==> src/pdst_pkg.sv <==
// Shared types and constants for the per-destination sequence table.
// Used by the channel interfaces, the compare unit and the top level.
package pdst_pkg;

  // Fixed field widths of the request and response beats.
  localparam int unsigned KEY_W    = 32;
  localparam int unsigned TIME_W   = 63;
  localparam int unsigned SEQ_W    = 32;
  localparam int unsigned TMO_W    = 32;
  localparam int unsigned STATUS_W = 2;
  localparam int unsigned EVCNT_W  = 5;

  // Reset value of the aging timeout in microseconds.
  localparam logic [TMO_W-1:0] TIMEOUT_RESET = 32'd1000000;

  // Saturation limit of the eviction count.
  localparam logic [EVCNT_W-1:0] EVICT_MAX = '1;

  // Response status codes.
  typedef enum logic [STATUS_W-1:0] {
    ST_UPDATED = 2'd0,
    ST_CREATED = 2'd1,
    ST_FULL    = 2'd2
  } status_e;

  // Result of the shared compare unit for one entry.
  typedef struct packed {
    logic aged;
    logic match;
  } cmp_res_t;

endpackage

==> src/pdst_req_if.sv <==
// Request channel: valid/ready handshake carrying a key and a time stamp.
// Depends on pdst_pkg for field widths.
interface pdst_req_if;
  logic                          valid;
  logic                          ready;
  logic [pdst_pkg::KEY_W-1:0]    dest_key;
  logic [pdst_pkg::TIME_W-1:0]   now_us;

  modport source (output valid, output dest_key, output now_us, input ready);
  modport sink   (input valid, input dest_key, input now_us, output ready);
endinterface

==> src/pdst_rsp_if.sv <==
// Response channel: valid/ready handshake carrying sequence, status and count.
// Depends on pdst_pkg for field widths.
interface pdst_rsp_if;
  logic                          valid;
  logic                          ready;
  logic [pdst_pkg::SEQ_W-1:0]    seq_number;
  logic [pdst_pkg::STATUS_W-1:0] status;
  logic [pdst_pkg::EVCNT_W-1:0]  evicted_count;

  modport source (output valid, output seq_number, output status, output evicted_count,
                  input ready);
  modport sink   (input valid, input seq_number, input status, input evicted_count,
                  output ready);
endinterface

==> src/pdst_ram.sv <==
// Generic single-write, single-read RAM with a registered read port.
// No dependencies.
module pdst_ram #(
  parameter int unsigned WIDTH = 8,
  parameter int unsigned DEPTH = 16
) (
  input  logic                                        clk_i,
  input  logic                                        we_i,
  input  logic [((DEPTH > 1) ? $clog2(DEPTH) : 1)-1:0] waddr_i,
  input  logic [WIDTH-1:0]                            wdata_i,
  input  logic                                        re_i,
  input  logic [((DEPTH > 1) ? $clog2(DEPTH) : 1)-1:0] raddr_i,
  output logic [WIDTH-1:0]                            rdata_o
);

  logic [WIDTH-1:0] mem_q [DEPTH];
  logic [WIDTH-1:0] rdata_q;

  // Write port.
  always_ff @(posedge clk_i) begin
    if (we_i) begin
      mem_q[waddr_i] <= wdata_i;
    end
  end

  // Registered read port.
  always_ff @(posedge clk_i) begin
    if (re_i) begin
      rdata_q <= mem_q[raddr_i];
    end
  end

  assign rdata_o = rdata_q;

endmodule

==> src/pdst_cmp_unit.sv <==
// Shared compare unit: age test against the timeout and key match of one entry.
// Depends on pdst_pkg for widths and the result struct.
module pdst_cmp_unit #(
  parameter int unsigned KW = 32
) (
  input  logic [pdst_pkg::TIME_W-1:0] now_i,
  input  logic [pdst_pkg::TIME_W-1:0] last_i,
  input  logic [pdst_pkg::TMO_W-1:0]  timeout_i,
  input  logic [KW-1:0]               req_key_i,
  input  logic [KW-1:0]               ent_key_i,
  output pdst_pkg::cmp_res_t          res_o
);
  import pdst_pkg::*;

  logic [TIME_W:0] diff;

  // One subtract gives both the age and whether time went backwards.
  assign diff = {1'b0, now_i} - {1'b0, last_i};

  always_comb begin
    res_o.aged  = !diff[TIME_W] && (diff[TIME_W-1:0] >= {{(TIME_W-TMO_W){1'b0}}, timeout_i});
    res_o.match = (req_key_i == ent_key_i);
  end

endmodule

==> src/per_destination_sequence_table.sv <==
// Per-destination sequence table. Each accepted request makes one pass over the
// entries at one RAM read a cycle, through one shared age/key compare unit, then
// goes through a write state and loads its response into the output register.
// A new request is taken once the response sits in the output register,
// even while that response still waits.
// Reset (rst_ni low, asynchronous) clears all valid bits and sets the timeout to 1000000.
module per_destination_sequence_table #(
  parameter int unsigned TABLE_DEPTH = 16,
  parameter int unsigned KEY_BITS    = 32
) (
  input  logic                       clk_i,
  input  logic                       rst_ni,
  input  logic                       timeout_we_i,
  input  logic [pdst_pkg::TMO_W-1:0] timeout_wdata_i,
  pdst_req_if.sink                   req_i,
  pdst_rsp_if.source                 rsp_o
);
  import pdst_pkg::*;

  localparam int unsigned KW = (KEY_BITS < KEY_W) ? KEY_BITS : KEY_W;
  localparam int unsigned EW = KW + SEQ_W + TIME_W;
  localparam int unsigned IW = (TABLE_DEPTH > 1) ? $clog2(TABLE_DEPTH) : 1;
  localparam int unsigned CW = $clog2(TABLE_DEPTH + 1);
  localparam logic [CW-1:0] LAST_CNT = CW'(TABLE_DEPTH);

  typedef enum logic [3:0] {
    S_IDLE  = 4'b0001,
    S_SCAN  = 4'b0010,
    S_WRITE = 4'b0100,
    S_DONE  = 4'b1000
  } state_e;

  state_e              state_q, state_d;
  logic [TMO_W-1:0]    timeout_q;
  logic [TABLE_DEPTH-1:0] valid_q;
  logic [KW-1:0]       key_q;
  logic [TIME_W-1:0]   now_q;
  logic [CW-1:0]       cnt_q;
  logic                chk_vld_q;
  logic [IW-1:0]       chk_idx_q;
  logic                hit_found_q, free_found_q;
  logic [IW-1:0]       hit_idx_q, free_idx_q;
  logic [SEQ_W-1:0]    hit_seq_q;
  logic [EVCNT_W-1:0]  evict_cnt_q;
  logic [SEQ_W-1:0]    res_seq_q;
  status_e             res_status_q;
  logic                out_vld_q;
  logic [SEQ_W-1:0]    out_seq_q;
  status_e             out_status_q;
  logic [EVCNT_W-1:0]  out_evict_q;

  logic                in_fire, issue, load_out, ram_we, ent_live;
  logic [IW-1:0]       waddr;
  logic [EW-1:0]       wdata, rdata;
  logic [KW-1:0]       ent_key;
  logic [SEQ_W-1:0]    ent_seq;
  logic [TIME_W-1:0]   ent_time;
  cmp_res_t            cmp;

  // Entry storage: key, sequence number and last time in one word.
  pdst_ram #(.WIDTH(EW), .DEPTH(TABLE_DEPTH)) u_ram (
    .clk_i   (clk_i),
    .we_i    (ram_we),
    .waddr_i (waddr),
    .wdata_i (wdata),
    .re_i    (issue),
    .raddr_i (cnt_q[IW-1:0]),
    .rdata_o (rdata)
  );

  assign ent_key  = rdata[EW-1 -: KW];
  assign ent_seq  = rdata[TIME_W +: SEQ_W];
  assign ent_time = rdata[TIME_W-1:0];

  // Age and key compare, reused for every entry of the pass.
  pdst_cmp_unit #(.KW(KW)) u_cmp (
    .now_i     (now_q),
    .last_i    (ent_time),
    .timeout_i (timeout_q),
    .req_key_i (key_q),
    .ent_key_i (ent_key),
    .res_o     (cmp)
  );

  // Handshake and sequencing controls.
  assign req_i.ready = (state_q == S_IDLE);
  assign in_fire     = req_i.valid && req_i.ready;
  assign issue       = (state_q == S_SCAN) && (cnt_q != LAST_CNT);
  assign load_out    = (state_q == S_DONE) && (!out_vld_q || rsp_o.ready);
  assign ent_live    = valid_q[chk_idx_q] && !cmp.aged;

  // Write on a hit, or on a miss with a free entry.
  assign ram_we = (state_q == S_WRITE) && (hit_found_q || free_found_q);
  assign waddr  = hit_found_q ? hit_idx_q : free_idx_q;
  assign wdata  = {key_q, (hit_found_q ? SEQ_W'(hit_seq_q + 1'b1) : SEQ_W'(1)), now_q};

  // Next state.
  always_comb begin
    state_d = state_q;
    case (state_q)
      S_IDLE:  if (in_fire) state_d = S_SCAN;
      S_SCAN:  if (cnt_q == LAST_CNT && chk_vld_q) state_d = S_WRITE;
      S_WRITE: state_d = S_DONE;
      S_DONE:  if (load_out) state_d = S_IDLE;
      default: state_d = S_IDLE;
    endcase
  end

  // Control state: sequencer, timeout register, valid bits and output valid.
  always_ff @(posedge clk_i or negedge rst_ni) begin
    if (!rst_ni) begin
      state_q   <= S_IDLE;
      timeout_q <= TIMEOUT_RESET;
      valid_q   <= '0;
      chk_vld_q <= 1'b0;
      out_vld_q <= 1'b0;
    end else begin
      state_q <= state_d;
      if (timeout_we_i) timeout_q <= timeout_wdata_i;
      chk_vld_q <= issue;
      if (chk_vld_q && cmp.aged) valid_q[chk_idx_q] <= 1'b0;
      if (state_q == S_WRITE && !hit_found_q && free_found_q) valid_q[free_idx_q] <= 1'b1;
      if (load_out) out_vld_q <= 1'b1;
      else if (rsp_o.ready) out_vld_q <= 1'b0;
    end
  end

  // Datapath: request capture, scan bookkeeping and result registers.
  always_ff @(posedge clk_i) begin
    if (in_fire) begin
      key_q        <= req_i.dest_key[KW-1:0];
      now_q        <= req_i.now_us;
      cnt_q        <= '0;
      hit_found_q  <= 1'b0;
      free_found_q <= 1'b0;
      evict_cnt_q  <= '0;
    end
    if (issue) begin
      cnt_q     <= cnt_q + 1'b1;
      chk_idx_q <= cnt_q[IW-1:0];
    end
    if (chk_vld_q) begin
      if (valid_q[chk_idx_q] && cmp.aged && evict_cnt_q != EVICT_MAX) begin
        evict_cnt_q <= evict_cnt_q + 1'b1;
      end
      if (ent_live && cmp.match && !hit_found_q) begin
        hit_found_q <= 1'b1;
        hit_idx_q   <= chk_idx_q;
        hit_seq_q   <= ent_seq;
      end
      if (!ent_live && !free_found_q) begin
        free_found_q <= 1'b1;
        free_idx_q   <= chk_idx_q;
      end
    end
    if (state_q == S_WRITE) begin
      if (hit_found_q) begin
        res_seq_q    <= SEQ_W'(hit_seq_q + 1'b1);
        res_status_q <= ST_UPDATED;
      end else if (free_found_q) begin
        res_seq_q    <= SEQ_W'(1);
        res_status_q <= ST_CREATED;
      end else begin
        res_seq_q    <= '0;
        res_status_q <= ST_FULL;
      end
    end
    if (load_out) begin
      out_seq_q    <= res_seq_q;
      out_status_q <= res_status_q;
      out_evict_q  <= evict_cnt_q;
    end
  end

  // Response beat.
  assign rsp_o.valid         = out_vld_q;
  assign rsp_o.seq_number    = out_seq_q;
  assign rsp_o.status        = out_status_q;
  assign rsp_o.evicted_count = out_evict_q;

  // A dropped send always reports sequence zero.
  a_full_zero_seq: assert property (@(posedge clk_i) disable iff (!rst_ni)
    (out_vld_q && out_status_q == ST_FULL) |-> (out_seq_q == '0))
    else $error("dropped send reports a nonzero sequence number");

  // A hit found in the pass still points at a live entry when written.
  a_hit_live: assert property (@(posedge clk_i) disable iff (!rst_ni)
    (state_q == S_WRITE && hit_found_q) |-> valid_q[hit_idx_q])
    else $error("hit entry is not valid at write time");

  // A newly created entry becomes valid.
  a_new_valid: assert property (@(posedge clk_i) disable iff (!rst_ni)
    (state_q == S_WRITE && !hit_found_q && free_found_q) |=> valid_q[$past(free_idx_q)])
    else $error("created entry not marked valid");

  // RAM reads happen only during the pass.
  a_read_in_scan: assert property (@(posedge clk_i) disable iff (!rst_ni)
    chk_vld_q |-> (state_q == S_SCAN))
    else $error("entry check outside the scan pass");

endmodule
==> src/flat_wrapper.sv <==
// flat-port wrapper written by rule: the top's interface ports become plain ports
module per_destination_sequence_table_flat import pdst_pkg::*;
#(
  parameter int unsigned TABLE_DEPTH = 16,
  parameter int unsigned KEY_BITS    = 32
)
  (clk_i, rst_ni, timeout_we_i, timeout_wdata_i, req_i_valid, req_i_dest_key, req_i_now_us, req_i_ready, rsp_o_valid, rsp_o_seq_number, rsp_o_status, rsp_o_evicted_count, rsp_o_ready);
  pdst_req_if req_i_i ();
  pdst_rsp_if rsp_o_i ();
  input  logic clk_i;
  input  logic rst_ni;
  input  logic timeout_we_i;
  input  logic [pdst_pkg::TMO_W-1:0] timeout_wdata_i;
  input wire logic [$bits(req_i_i.valid)-1:0] req_i_valid;
  input wire logic [$bits(req_i_i.dest_key)-1:0] req_i_dest_key;
  input wire logic [$bits(req_i_i.now_us)-1:0] req_i_now_us;
  output wire logic [$bits(req_i_i.ready)-1:0] req_i_ready;
  output wire logic [$bits(rsp_o_i.valid)-1:0] rsp_o_valid;
  output wire logic [$bits(rsp_o_i.seq_number)-1:0] rsp_o_seq_number;
  output wire logic [$bits(rsp_o_i.status)-1:0] rsp_o_status;
  output wire logic [$bits(rsp_o_i.evicted_count)-1:0] rsp_o_evicted_count;
  input wire logic [$bits(rsp_o_i.ready)-1:0] rsp_o_ready;
  assign req_i_i.valid = req_i_valid;
  assign req_i_i.dest_key = req_i_dest_key;
  assign req_i_i.now_us = req_i_now_us;
  assign req_i_ready = req_i_i.ready;
  assign rsp_o_valid = rsp_o_i.valid;
  assign rsp_o_seq_number = rsp_o_i.seq_number;
  assign rsp_o_status = rsp_o_i.status;
  assign rsp_o_evicted_count = rsp_o_i.evicted_count;
  assign rsp_o_i.ready = rsp_o_ready;
  per_destination_sequence_table #(.TABLE_DEPTH(TABLE_DEPTH), .KEY_BITS(KEY_BITS)) u_core (.clk_i(clk_i), .rst_ni(rst_ni), .timeout_we_i(timeout_we_i), .timeout_wdata_i(timeout_wdata_i), .req_i(req_i_i), .rsp_o(rsp_o_i));
endmodule
==> config.mk <==
export PLATFORM = sky130hd
export DESIGN_NAME = per_destination_sequence_table_flat
export DESIGN_NICKNAME = d
export VERILOG_FILES = /design/src/pdst_pkg.sv /design/src/pdst_req_if.sv /design/src/pdst_rsp_if.sv /design/src/pdst_ram.sv /design/src/pdst_cmp_unit.sv /design/src/per_destination_sequence_table.sv /design/src/flat_wrapper.sv
export SDC_FILE = /design/constraint.sdc
export NUM_CORES = 2
export LEC_CHECK = 0
export BUFFER_PORTS_ARGS = -buffer_cell sky130_fd_sc_hd__buf_4
export CAP_MARGIN = 25
export CORE_MARGIN = 1.5
export CORE_UTILIZATION = 56
export CTS_BUF_LIST = sky130_fd_sc_hd__clkbuf_16
export DETAILED_ROUTE_END_ITERATION = 6
export HOLD_SLACK_MARGIN = 0.1
export PLACE_DENSITY = 0.72
export RECOVER_POWER = 50
export SYNTH_ARGS = -nofsm -noshare
export SYNTH_HDL_FRONTEND = slang
export SYNTH_SLANG_ARGS = --single-unit
export TNS_END_PERCENT = 20
==> constraint.sdc <==
create_clock -name clk_i -period 10.9 [get_ports clk_i]
set_clock_uncertainty 0.1 [all_clocks]
set_input_delay 0.545 -clock clk_i [delete_from_list [all_inputs] [get_ports clk_i]]
set_output_delay 0.545 -clock clk_i [all_outputs]
set_load 0.02 [all_outputs]
Yosys cells after proc, flatten, opt, wreduce, memory -nomap -nowiden:

Memories as Yosys holds them, arrays and structs flattened. A register that Yosys moved wholly into a read port is not among the register bits.
Cells that the tools add are included.

* add/sub/neg operators: 4
* $mul: 0
* div/mod/pow operators: 0
* $lt $le $gt $ge: 5
* eq/ne operators: 11
* shifts and indexed selects: 0
* multiplexer cells: 32
* bitwise logic cells: 3
* reduce and logical (&&, ||, !) cells: 30

Operators by type and width (count)
* 32-bit two-way mux: 2
* 63-bit by 63-bit subtractor with 64-bit output: 1
* 63-bit by 32-bit >= comparator with 1-bit output: 1
* 32-bit by 1-bit adder with 32-bit output, second input constant: 1
* 32-bit equality test: 1
* 16-bit two-way mux: 2
* 5-bit two-way mux: 5
* 1-bit logical AND: 17
* 16-bit bitwise AND: 1
* 4-bit two-way mux: 4
* 16-bit inverter: 1
* 16-bit OR: 1
* 4-bit one-hot mux with 4 select lines: 1
* 1-bit two-way mux: 14
* 5-bit by 1-bit adder with 5-bit output, second input constant: 2
* 4-bit by 5-bit < comparator with 1-bit output, second input constant: 2
* 5-bit inequality test, second input constant: 2
* 1-bit demux with 4-bit select: 2
* 4-bit by 1-bit >= comparator with 1-bit output, second input constant: 2
* 1-bit logical NOT: 6
* 5-bit equality test, second input constant: 1
* 1-bit binary-select mux with 4-bit select: 1
* 4-bit by 1-bit equality test with 1-bit output, second input constant: 1
* 4-bit by 2-bit equality test with 1-bit output, second input constant: 1
* 9 further kinds: 13

* register bits after elaboration: 278
* latch bits: 0
* bits in writable memories: 2032
* bits in read-only memories: 0
* input bits: 132
* output and inout bits: 41
* logic and storage cells: 106
* memories: 1

Memories
* u_core.u_ram.mem_q: words 16, width 127, read ports 1, clocked after Yosys merged registers in 1, wr ports 1, line pdst_ram.sv:16 `logic [WIDTH-1:0] mem_q [DEPTH];`

Logic depth before layout (Yosys ltp):

* depth after elaboration: 9
* gate-level depth with buffers: 26
* mapped depth without buffers: 24

Cells and area by module:

From an unflattened synthesis, not the netlist that was laid out.

* cell total of the unflattened synthesis: 4854
* area, all modules: 96214.8 µm²

Modules (own cells, without submodules)
* pdst_ram: instances 1, cells an instance 3321, area each 80071.8 µm², sequential area each 64832.2 µm²
* per_destination_sequence_table: instances 1, cells an instance 633, area each 10395.0 µm², sequential area each 8017.7 µm²
* pdst_cmp_unit: instances 1, cells an instance 900, area each 5748.0 µm², sequential area each 0.0 µm²

Worst setup path after synthesis:

Ideal clock, no wire load.

* path kind: register to register
* start point: register u_core.state_q[2]
* end point: memory u_core.u_ram.mem_q[11][0] (netlist name) (enable)
* library setup time: 615 ps
* data arrival time: 7236 ps
* setup slack: 2949 ps
* stages on the path, launching flop included: 6
* buffers on the path: 0
* cell sequence: dfrtp_1 nor2b_1 and2_1 nor3b_1 nand2_1 nor2_1

* word-level cells in the longest chain between the ends: 4

Ends and longest elaborated chain
* start, declared: line per_destination_sequence_table.sv:33 `state_e state_q, state_d;`
* start signal, assigned: line per_destination_sequence_table.sv:118 `state_q <= state_d;`
* 4-bit by 3-bit equality test with 1-bit output: line per_destination_sequence_table.sv:93 `assign ram_we = (state_q == S_WRITE) && (hit_found_q || free_found_q);`
* 1-bit logical AND: line per_destination_sequence_table.sv:93
* 1-bit two-way mux: line pdst_ram.sv:21 `if (we_i) begin`
* 1-bit two-way mux (not written as such): line pdst_ram.sv:22 `mem_q[waddr_i] <= wdata_i;`
* end, declared: line pdst_ram.sv:16

Every way passes these cells.

Final worst setup path:

* start point: register u_core.cnt_q[1]
* end point: register u_core.u_ram.rdata_q[17] (netlist: u_core.u_ram.rdata_o[17]) (read register of u_core.u_ram.mem_q) (enable)

* word-level cells in the longest chain between the ends: 2

Ends and longest elaborated chain
* start, declared: line per_destination_sequence_table.sv:38 `logic [CW-1:0] cnt_q;`
* start signal, assigned: line per_destination_sequence_table.sv:139 `cnt_q <= cnt_q + 1'b1;`
* 5-bit inequality test: line per_destination_sequence_table.sv:88 `assign issue = (state_q == S_SCAN) && (cnt_q != LAST_CNT);`
* 1-bit logical AND: line per_destination_sequence_table.sv:88
* net u_core.issue: line per_destination_sequence_table.sv:52 `logic in_fire, issue, load_out, ram_we, ent_live;`
* end, declared: line pdst_ram.sv:17 `logic [WIDTH-1:0] rdata_q;`

The timed path passes the listed nets, and every way through them passes these cells.
A chain may end at the register's enable or synchronous reset.

==> run_results.csv <==
group,metric,value,unit
power,power.net_switching,6.65,mW
worst_setup_path,crit_path_start,"u_core.cnt_q[1]",
place,portBuffers,172,
route,vias,47000,
timing,rsz0062_at_grt,"false",
route,drt_iter0_drc,6357,
place,post-dp-hpwl,117,mm
power,peakVddDrop,0.201,mV
route,avgViaCountPerCell,6.39,
timing,tns,0,ns
worst_setup_path,path_class,"reg2reg",
logic_synthesis,synth_area_leaders,"edfxtp_1 74%, mux4_2 15%, ha_1 1.3%",
logic_synthesis,syn_avg_cell_area,21.2,µm²
global_route,gr-total-overflow,0,
cells_and_area,design_area,108000,µm²
min_path,holdPathStages,2,
clock_network,cts_tree,"built",
min_path,worstHoldStart,"req_i_dest_key[21]",
die,coreArea,170000,µm²
timing,fin_crit,8.11,ns
global_route,met3_usage,0.0378,
place,globalplace.congestion,0.921,
power,p_int,17.7,mW
logic_synthesis,synth_edf_count,2376,
timing,drv_slew,524,
power,pwr-share-seq,0.467,
logic_synthesis,syn_area,95800,µm²
die,die_width,417,µm
power,power_density,225,nW/µm²
timing,setup_viol,0,
cells_and_area,fin_nets,5169,
global_route,grt_busiest_layer,"met2",
die,rows,151,
min_path,min_path_type,"in2reg",
global_route,met2_usage,0.419,
timing,fmax,0.123,GHz
die,io-pin-count,173,
worst_setup_path,r2r-end,"u_core.u_ram.rdata_o[17]",
global_route,grt_use_met1,0.369,
logic_synthesis,synth_top_area_share,0.745,
clock_network,clock_latency,0.89,ns
worst_setup_path,r2r_setup_slack,2.79,ns
timing,slew_headroom,-2.08,
logic_synthesis,syn_inst,4523,
logic_synthesis,synth-seq-cells,2437,
worst_setup_path,crit_path_start_kind,"flop",
global_route,antenna_found_initial,7,
route,wl_per_cell,30.2,µm
global_route,track_usage,0.259,
power,pwr-share-clk,0.310,
clock_network,post_cts.resized_instances,0,
logic_synthesis,synth.distinct_cells,77,
place,dpl-instance-area,100000,µm²
timing,period_share,0.744,
cells_and_area,syn_to_final_growth,12.9,%
route,routed_wirelength,222,mm
clock_network,clockRootBuffer,"clkbuf_16",
clock_network,clkTransAtPathRegs,0.07,ns
logic_synthesis,async_flop_share,0.0222,
timing,worst_slew_pin_slew,4.59,ns
global_route,grt_max_degree,135,
logic_synthesis,syn_nets,4756,
timing,hold_viol,0,
route,ant_nets,0,
flow_run,maxCapViolCount,10,
worst_setup_path,worst-path-max-fanout,67,
die,die_area,174000,µm²
logic_synthesis,ys.warnings.count,0,
power,comb_power_share,0.223,
route,first_pass_iters,6,
power,p_total,24.3,mW
clock_network,cts_buffers,227,
clock_network,ctsHtreeMaxLevel,4,
worst_setup_path,required,11.26,ns
logic_synthesis,seq_area_frac_synth,0.761,
logic_synthesis,synthFlopType,"edfxtp_1",
worst_setup_path,r2r-start,"u_core.cnt_q[1]",
power,swShare,0.273,
clock_network,clk_path_buf_depth,3,
worst_setup_path,crit_arrival,8.48,ns
logic_synthesis,yosysTopAreaCell,"edfxtp_1",
logic_synthesis,synth.most_common_cell,"edfxtp_1",
die,start_util,0.565,
logic_synthesis,synth_common_cells,"2376 x edfxtp_1, 640 x mux4_2, 148 x nand2_1, 142 x clkbuf_1, 131 x o21ai_0",
worst_setup_path,end_kind,"flop",
clock_network,cts_sinks,2437,
route,drc,0,
outcome,violations,"max-capacitance violations, max-slew violations",
min_path,hold_end,"u_core.key_q[21]",
global_route,grt_pass1_vias,47400,
cells_and_area,drive_gt1_frac,0.221,
worst_setup_path,reg2regPathDepth,7,
die,fp.dieH,417,µm
global_route,grt_pass1_wl,324,mm
power,p_leak,34.4,nW
outcome,status,"finished with violations",
[layout by cell type, fill, tap and decap left out, drive strengths merged, types with 10 or more instances in the layout]
| master | count |
|---|---|
| o211ai | 11 |
| o21ai | 138 |
| buf | 97 |
| nor4 | 14 |
| dlygate4sd3 | 130 |
| edfxtp | 2376 |
| clkinv | 116 |
| nand4 | 55 |
| nor2 | 106 |
| and2 | 63 |
| mux4 | 640 |
| dfrtp | 46 |
| inv | 187 |
| a21oi | 103 |
| xnor2 | 73 |
| nor2b | 12 |
| o21bai | 10 |
| ha | 100 |
| a21o | 25 |
| xor2 | 32 |
| nand3 | 39 |
| clkbuf | 376 |
| or3 | 10 |
| and3 | 13 |
| nor3 | 26 |
| o21a | 17 |
| bufinv | 13 |
| nand2 | 148 |
| nand2b | 14 |
| mux2i | 10 |
[critical path, cell delays in order, from the launching register on]
cell and delay [ns]:
edfxtp_1 0.31, clkbuf_1 3.08, inv_1 0.16, ha_1 0.36, nor4bb_1 0.15, or2_0 0.51
clkinvlp_2 1.93, buf_4 0.99
[sequential cells by signal (all words and copies together) (netlist names), 16 cells and up]
signal	cells
u_core.u_ram.mem_q	2032
u_core.rsp_o.seq_number	32
u_core.key_q	32
u_core.u_ram.rdata_o	127
u_core.valid_q	16
u_core.now_q	63
u_core.res_seq_q	32
u_core.timeout_q	32
u_core.hit_seq_q	32
[per-layer routing]
| metal | routed length, µm | share of wire |
|---|---|---|
| met1 | 88900 | 0.40 |
| met2 | 111000 | 0.50 |
| met3 | 16000 | 0.072 |
| met4 | 6670 | 0.030 |
| met5 | 38 | 0.00017 |
[cell type report]
type | instances | area (µm²)
Antenna cell | 1 | 2.50
Clock buffer | 228 | 5710
Clock inverter | 195 | 1470
Fill cell | 11200 | 61500
Inverter | 124 | 468
Multi-Input combinational cell | 1770 | 21800
Sequential cell | 2437 | 72800
Tap cell | 2218 | 2780
Timing Repair Buffer | 376 | 3020
[stage by stage]
step	cells	util	hold WS, ns	worst slack [ns]
finish	7349	0.637	0.294	2.79
global route	7349	0.637	0.263	2.24
CTS	7346	0.639	0.115	3.45
detailed placement	6793	0.590	0.305	3.44
global placement	6791	0.589	0.301	3.68
floorplan	4523	-	0.149	2.95
[power groups by stage]
| stage | combinational, mW | clock, mW | sequential, mW |
|---|---|---|---|
| after global routing | 5.82 | 7.99 | 11.4 |
| final | 5.43 | 7.53 | 11.4 |
| after detailed placement | 5.36 | 0 | 11.5 |
| after CTS | 5.43 | 7.64 | 11.4 |
| after floorplan | 3.99 | 0 | 11.4 |
| after global placement | 5.35 | 0 | 11.5 |
[worst max-delay path by stage]
stage | slack [ns] | endpoint | depth (start not counted)
floorplan | 2.95 | u_core.u_ram.mem_q[11][0] | 5
global placement | 3.68 | u_core.hit_seq_q[9] | 25
detailed placement | 3.44 | u_core.hit_seq_q[9] | 25
CTS | 3.45 | u_core.hit_seq_q[12] | 25
global route | 2.24 | u_core.u_ram.rdata_o[17] | 7
finish | 2.79 | u_core.u_ram.rdata_o[17] | 7
[repair_timing]
action                                 CTS  global route
endpoints found under the hold margin  184             0
buffers inserted                         0             0
hold buffers                           130             0
[kinds of logic (layout without fill, tap and decap cells)]
group	Yosys count	in the layout	synth area share
AO/OA/AOI/OAI	377	377	0.0240
XOR/XNOR	105	105	0.00960
adder cells (fa/ha/maj)	101	101	0.0133
buffers and inverters	316	923	0.0126
flip-flops	2437	2437	0.761
multiplexers	653	653	0.152
other	0	1	0
AND/OR/NAND/NOR	534	534	0.0280
No activity file was read; power rests on OpenSTA's default activity.
